<file path="src/hw/rtl/cts_pkg.sv">
// Package: constants, codes, command/status types and helpers for the coloring search core.
package cts_pkg;

   localparam int MAX_VERTICES = 64;
   localparam int VIDX_W       = $clog2(MAX_VERTICES);
   localparam int CNT_W        = $clog2(MAX_VERTICES + 1);
   localparam int ROW_W        = 64;
   localparam int ADJ_W        = MAX_VERTICES + CNT_W;
   localparam int ITER_W       = 40;
   localparam int VC_W         = 7;
   localparam int CSR_IDX_W    = 4;
   localparam int CSR_DATA_W   = 40;
   localparam int NUM_COLORS   = 3;
   localparam int MAX_USE      = 2;

   localparam logic OP_LOAD  = 1'b0;
   localparam logic OP_QUERY = 1'b1;

   localparam logic [1:0] OUT_FROZEN   = 2'd0;
   localparam logic [1:0] OUT_UNFROZEN = 2'd1;
   localparam logic [1:0] OUT_CAPPED   = 2'd2;

   localparam logic [CSR_IDX_W-1:0] CSR_VERTEX_COUNT = 4'd0;
   localparam logic [CSR_IDX_W-1:0] CSR_NODE_CAP     = 4'd1;

   typedef struct packed {
      logic       load_wr;
      logic       row_rd;
      logic       nbv_ld;
      logic       nb_scan;
      logic       deg_init;
      logic       sc_start;
      logic       sc_scan;
      logic       d_dec;
      logic       srch_init;
      logic       iter;
      logic       rd1;
      logic       rd2;
      logic       bk;
      logic       fin;
      logic [1:0] fin_code;
      logic       push;
   } cmd_type;

   typedef struct packed {
      logic u_last;
      logic present_d;
      logic d_zero;
      logic cap_hit;
      logic at_end;
      logic found;
      logic pos_zero;
      logic rsp_free;
   } status_type;

   function automatic logic [CNT_W-1:0] popcount_row(input logic [MAX_VERTICES-1:0] row);
      logic [CNT_W-1:0] total;
      logic [3:0]       part;
      total = '0;
      for (int b = 0; b < MAX_VERTICES; b += 8) begin
         part = '0;
         for (int k = 0; k < 8; k++) begin
            if (b + k < MAX_VERTICES) part = part + 4'(row[b+k]);
         end
         total = total + CNT_W'(part);
      end
      return total;
   endfunction

endpackage

</file>
<file path="src/hw/rtl/cts_if.sv">
// Interfaces: request, response and register write channels.
interface cts_req_if;
   import cts_pkg::*;
   logic              valid;
   logic              ready;
   logic              operation;
   logic [VIDX_W-1:0] row_index;
   logic [ROW_W-1:0]  row_bits;
   logic [VIDX_W-1:0] query_vertex;
   modport source (output valid, operation, row_index, row_bits, query_vertex, input ready);
   modport sink (input valid, operation, row_index, row_bits, query_vertex, output ready);
endinterface


</file>
<file path="src/hw/rtl/cts_ctrl.sv">
// Controller: sequences row loads, search-order build and the backtracking search.
module cts_ctrl import cts_pkg::*; (
   input  logic       clock,
   input  logic       reset,
   cts_req_if.sink    req_bus,
   output cmd_type    cmd,
   input  status_type stat
);
   localparam logic [3:0] S_IDLE = 4'd0;
   localparam logic [3:0] S_ROWW = 4'd1;
   localparam logic [3:0] S_NB   = 4'd2;
   localparam logic [3:0] S_NBD  = 4'd3;
   localparam logic [3:0] S_DEG  = 4'd4;
   localparam logic [3:0] S_SC   = 4'd5;
   localparam logic [3:0] S_SCD  = 4'd6;
   localparam logic [3:0] S_ITER = 4'd7;
   localparam logic [3:0] S_RD1  = 4'd8;
   localparam logic [3:0] S_RD2  = 4'd9;
   localparam logic [3:0] S_BK   = 4'd10;
   localparam logic [3:0] S_DONE = 4'd11;

   logic [3:0] state_ff, state_in;

   assign req_bus.ready = (state_ff == S_IDLE);

   always_comb begin
      state_in = state_ff;
      cmd      = '0;
      unique case (state_ff)
         S_IDLE: begin
            if (req_bus.valid) begin
               if (req_bus.operation == OP_LOAD) begin
                  cmd.load_wr = 1'b1;
               end else begin
                  cmd.row_rd = 1'b1;
                  state_in   = S_ROWW;
               end
            end
         end
         S_ROWW: begin
            cmd.nbv_ld = 1'b1;
            state_in   = S_NB;
         end
         S_NB: begin
            cmd.nb_scan = 1'b1;
            if (stat.u_last) state_in = S_NBD;
         end
         S_NBD: begin
            cmd.deg_init = 1'b1;
            state_in     = S_DEG;
         end
         S_DEG: begin
            priority if (stat.present_d) begin
               cmd.sc_start = 1'b1;
               state_in     = S_SC;
            end else if (stat.d_zero) begin
               cmd.srch_init = 1'b1;
               state_in      = S_ITER;
            end else begin
               cmd.d_dec = 1'b1;
            end
         end
         S_SC: begin
            cmd.sc_scan = 1'b1;
            if (stat.u_last) state_in = S_SCD;
         end
         S_SCD: begin
            if (stat.d_zero) begin
               cmd.srch_init = 1'b1;
               state_in      = S_ITER;
            end else begin
               cmd.d_dec = 1'b1;
               state_in  = S_DEG;
            end
         end
         S_ITER: begin
            cmd.iter = 1'b1;
            priority if (stat.cap_hit) begin
               cmd.fin      = 1'b1;
               cmd.fin_code = OUT_CAPPED;
               state_in     = S_DONE;
            end else if (stat.at_end) begin
               cmd.fin      = 1'b1;
               cmd.fin_code = OUT_UNFROZEN;
               state_in     = S_DONE;
            end else begin
               state_in = S_RD1;
            end
         end
         S_RD1: begin
            cmd.rd1  = 1'b1;
            state_in = S_RD2;
         end
         S_RD2: begin
            cmd.rd2 = 1'b1;
            priority if (stat.found) begin
               state_in = S_ITER;
            end else if (stat.pos_zero) begin
               cmd.fin      = 1'b1;
               cmd.fin_code = OUT_FROZEN;
               state_in     = S_DONE;
            end else begin
               state_in = S_BK;
            end
         end
         S_BK: begin
            cmd.bk   = 1'b1;
            state_in = S_ITER;
         end
         S_DONE: begin
            if (stat.rsp_free) begin
               cmd.push = 1'b1;
               state_in = S_IDLE;
            end
         end
         default: state_in = S_IDLE;
      endcase
   end

   always_ff @(posedge clock) begin
      if (reset) state_ff <= S_IDLE;
      else       state_ff <= state_in;
   end
endmodule

</file>
<file path="src/flat_wrapper.sv">
// flat-port wrapper written by rule: the top's interface ports become plain ports
module cts_ctrl_flat import cts_pkg::*;
  (clock, reset, cmd, stat, req_bus_valid, req_bus_operation, req_bus_row_index, req_bus_row_bits, req_bus_query_vertex, req_bus_ready);
  cts_req_if req_bus_i ();
  input  logic clock;
  input  logic reset;
  output cmd_type cmd;
  input  status_type stat;
  input wire logic [$bits(req_bus_i.valid)-1:0] req_bus_valid;
  input wire logic [$bits(req_bus_i.operation)-1:0] req_bus_operation;
  input wire logic [$bits(req_bus_i.row_index)-1:0] req_bus_row_index;
  input wire logic [$bits(req_bus_i.row_bits)-1:0] req_bus_row_bits;
  input wire logic [$bits(req_bus_i.query_vertex)-1:0] req_bus_query_vertex;
  output wire logic [$bits(req_bus_i.ready)-1:0] req_bus_ready;
  assign req_bus_i.valid = req_bus_valid;
  assign req_bus_i.operation = req_bus_operation;
  assign req_bus_i.row_index = req_bus_row_index;
  assign req_bus_i.row_bits = req_bus_row_bits;
  assign req_bus_i.query_vertex = req_bus_query_vertex;
  assign req_bus_ready = req_bus_i.ready;
  cts_ctrl u_core (.clock(clock), .reset(reset), .req_bus(req_bus_i), .cmd(cmd), .stat(stat));
endmodule
</file>
<file path="config.mk">
export PLATFORM = sky130hd
export DESIGN_NAME = cts_ctrl_flat
export DESIGN_NICKNAME = d
export VERILOG_FILES = /design/src/hw/rtl/cts_pkg.sv /design/src/hw/rtl/cts_if.sv /design/src/hw/rtl/cts_ctrl.sv /design/src/flat_wrapper.sv
export SDC_FILE = /design/constraint.sdc
export NUM_CORES = 1
export LEC_CHECK = 0
export CORE_AREA = 4 4 41 43
export CTS_CLUSTER_SIZE = 24
export DETAILED_ROUTE_END_ITERATION = 12
export DIE_AREA = 0 0 45 47
export DONT_BUFFER_PORTS = 1
export SETUP_SLACK_MARGIN = 0.1
export SLEW_MARGIN = 5
export SYNTH_ARGS = -nofsm -noshare
export SYNTH_HDL_FRONTEND = slang
export SYNTH_SLANG_ARGS = --single-unit
</file>
<file path="constraint.sdc">
create_clock -name clock -period 1.25 [get_ports clock]
set_input_delay 0.25 -clock clock [delete_from_list [all_inputs] [get_ports clock]]
set_output_delay 0.25 -clock clock [all_outputs]
set_load 0.02 [all_outputs]
</file>
* Yosys cells after proc, flatten, opt, wreduce, memory -nomap -nowiden
Cells that the tools add are included.
Storage, ports and cells: flip-flop bits (word level) 4, bits in latches 0, RAM bits 0, ROM bits 0, input port bits 88, word-level logic and storage cells 58, memories 0
Operators by class: add/sub/neg operators 0, multiply operators 0, divide/modulo/power cells 0, $lt $le $gt $ge 0, equality and inequality tests 17, shifts and indexed selects 0, mux-type cells 38, bitwise gates (word level) 0, reductions and logical operators 2
Operators with widths (number):
- 4-bit case mux with 12 select lines | 1
- 4-bit 2-to-1 mux | 8
- 1-bit 2-to-1 mux | 17
- 4-bit by 3-bit equality test with 1-bit output, second input constant | 4
- 4-bit equality test, second input constant | 4
- 2-bit 2-to-1 mux | 6
- 3-bit 2-to-1 mux | 4
- 2-bit != test, second input constant | 5
- 4-bit by 2-bit equality test with 1-bit output, second input constant | 2
- 3-bit case mux with 2 select lines | 1
- 6-bit AND reduction | 1
- 4-bit by 1-bit equality test with 1-bit output, second input constant | 1
- 4-bit logical NOT | 1
- 2-bit case mux with 2 select lines | 1
- 3-bit != test, second input constant | 1

* Logic depth before layout (Yosys ltp)
depth in word-level cells 3, mapped depth 5

* Worst setup path after synthesis
OpenSTA, ideal clock, no wires.
path type register to output, start reg u_core.state_ff[3], end out cmd[3] in the netlist's numbering, data arrival time 1.616 ns, setup slack -0.616 ns, cell stages (with the launch flop) 6, cells stage by stage dfxtp_1 buf_2 nand2_1 nor3_1 nand3b_1 o21ai_0
RTL lines:
- from (decl) | RTL line cts_ctrl.sv:22 | logic [3:0] state_ff, state_in;
- from (signal assigned) | RTL line cts_ctrl.sv:122 | else state_ff <= state_in;
- to (decl) | RTL line flat_wrapper.sv:7 | output cmd_type cmd;

==> reports/qor.txt <==
met1 Use GR - 23.86%
minimum clock period - 1.502 ns
ANT cells - 0
Synth Cell Area - 540.5 um^2
H-tree depth - 1
critical path arrival - 1.25 ns
Pre-antenna DRT Iters - 4
unique cell type count in the Yosys netlist - 30
vias in the first global route - 767
CTS root buffer - clkbuf_4
CTS sink cnt - 4
Num CTS Buffers - 3
Rel. slew slack - 81.12%
grt met3 use - 6.130%
share of cells above drive strength 1 - 64.86%
GR peak layer - met2
CP top delay family - flip-flops
run status - finished with violations
All-Layer GR Usage - 20.93%
Peak Freq - 665.6 MHz
worst-path fanout max - 7
clock power share - 10.4%
ANT nets after route - 0
Reg with most FFs - u_core.state_ff
first-pass GRT wire length - 3367 um
Slew @ Worst Pin - 0.2829 ns
flops & latches, synth - 4
Bufs on Longest Clock Path - 2
via count - 719
CP Capture Type - output port
Reg power frac - 14.3%
leakage power - 0.4493 nW
Cell Chain, Critical Path - buf_6, nand2_4, nor3_4, nand3b_1, o21ai_4
Synth top area share - 14.81%
gr ovfl total - 0
failing checks - setup timing
Setup WS post-layout - -0.2525 ns
placed inst area - 890.9 um^2
sequential element share of the synthesized area - 14.81%
Synth warnings - 0
Largest regs - u_core.state_ff x4
largest net degree at the start of global routing - 11
nets - 200
Switching Fraction - 43.71%
Syn Nets - 165
die width - 45 um
Hold Path Class - in -> reg
Largest register FFs - 4
die height - 47 um
Core Box Area - 1301 um^2
RePlAce Congestion - 0.7905
Finished Cell Area - 1096 um^2
Reg clk slew, reported paths - 0.04 ns
Layout area overhead - 102.8%
die area - 2115 um^2
Area contributors post-synth - dfxtp_1 (15%), nand2b_1 (10%), nor2_1 (6.3%), buf_2 (5.6%), o311ai_4 (4.9%)
Buf/Inv on CP - 1
DRC viols - 0
Routed WL - 1879 um
Crit-path slowest cell - dfxtp_4
Period Utilization, post-route - 120.2%
Setup crit start kind - flop
RSZ-0062 raised after global routing - true
GRT met2 Usage - 38.98%
Crit Path Class - reg -> out
via/cell ratio - 5.706
Internal - 0.9236 mW
# IOs - 106
P_sw - 0.7171 mW
Initial Util - 41.54%
clock latency on the worst-skew pair - 0.23 ns
Gate power share - 75.4%
hold_buf cts - 0
Synth area leader - dfxtp_1
Worst path max stage delay - 0.40 ns
DRT iter0 DRCs - 10
initial antenna violation count - 0
Tot Pwr - 1.641 mW
max_cap viols - 0
routed length per placed instance - 14.91 um
power per cell area - 1497 nW/um^2
Setup-failing EPs final - 21
CP required - 1.00 ns
row count - 13
I/O Buffers - 0
Worst Skew - 0.001735 ns
Synth Instances - 77
CTS tree - built
final max-slew violation count - 0
hpwl dp - 1430 um
Max rail drop VDD - 0.001248 V
Hold Fails Final Rpt - 0
Avg Cell Area, Syn - 7.020 um^2
## final cells by class
class                      instances  area (um^2)
multi-input combinational         65        634.4
timing repair buffer              36        316.6
fill                              81        205.2
sequential                         4        92.59
clock buffer                       4        26.28
tap                               15        18.77
inverter                           2        7.507
## cell usage in the layout, fill, tap and decap left out, types with 2 or more instances in the layout
cell / netlist / final
nor2_1: 9 / 5
nand3b_1: 2 / 2
buf_6: 0 / 9
nor3_4: 0 / 2
nor4_4: 0 / 2
nor3_2: 0 / 3
nand2b_4: 0 / 3
nor2_4: 0 / 4
dfxtp_4: 0 / 3
buf_4: 0 / 26
o21a_1: 2 / 2
a211oi_1: 2 / 2
nand2_1: 5 / 4
a21oi_1: 4 / 4
clkbuf_4: 0 / 3
nor3b_4: 0 / 2
mux2i_1: 2 / 2
o21ai_0: 4 / 3
nand2b_1: 9 / 6
nor2b_4: 0 / 2
## through the flow
stage	worst slack (ns)	hold slack [ns]	setup TNS [ns]	util, %	instances
6_report	-0.2525	0.07441	-3.712	84.23	126
3_5_place_dp	-0.1437	0.3154	-1.390	68.46	112
3_3_place_gp	-0.1356	0.3197	-1.088	68.46	112
4_1_cts	-0.2625	0.07235	-3.621	81.83	123
5_1_grt	-0.3165	0.07378	-4.970	84.23	126
2_1_floorplan	-0.1385	0.3127	-1.144	-	77
## cells in the mapped netlist, drive strengths merged
master / number
nand2: 5
buf: 6
mux2i: 2
and2: 1
and3: 1
nand3: 1
nor4: 3
a31oi: 1
and4b: 1
dfxtp: 4
nand2b: 9
a22oi: 1
nor3: 5
mux2: 1
nor2b: 3
a311oi: 1
a21oi: 4
nor3b: 2
inv: 2
nor2: 9
o21a: 2
o311ai: 1
o31ai: 1
o32ai: 1
nor4b: 1
o21ai: 4
a211oi: 2
a21o: 1
nand3b: 2
## timing repair
action / CTS / global route
endpoints found under the hold margin: 0 / 0
cloned: 0 / 0
gates resized for setup: 21 / 2
pin swaps: 12 / 10
setup endpoints to repair: 22 / 22
setup buffers: 7 / 3
## path summary, 6_finish.rpt
check | cells past startpoint | from | endpoint | slack (ns)
setup / recovery | 5 | u_core.state_ff[0] | cmd[3] | -0.25
setup reg to reg | 4 | u_core.state_ff[2] | u_core.state_ff[0] | -0.22
hold reg to reg | 3 | u_core.state_ff[3] | u_core.state_ff[1] | 0.71
hold / removal | 1 | reset | u_core.state_ff[2] | 0.07
## power by group through the flow
stage / clock network [mW] / logic (mW) / registers (mW)
floorplan: 0 / 0.743 / 0.207
global placement: 0 / 0.962 / 0.224
detailed placement: 0 / 0.985 / 0.224
CTS: 0.175 / 1.19 / 0.230
global route: 0.186 / 1.32 / 0.240
finish: 0.170 / 1.24 / 0.235
## layer usage
metal,share of wire (%),wire length (um)
met2,55,1028
met5,0,0
met3,8.6,161
met1,35,659
met4,1.6,31
## cells by family after synthesis
group	synth area share, %
buffers and inverters	6.945
muxes	5.787
AOI/OAI and AO/OA	27.32
DFF	14.82
and+or+nand+nor	45.14
Note: power is estimated with default switching activity, not from simulation.
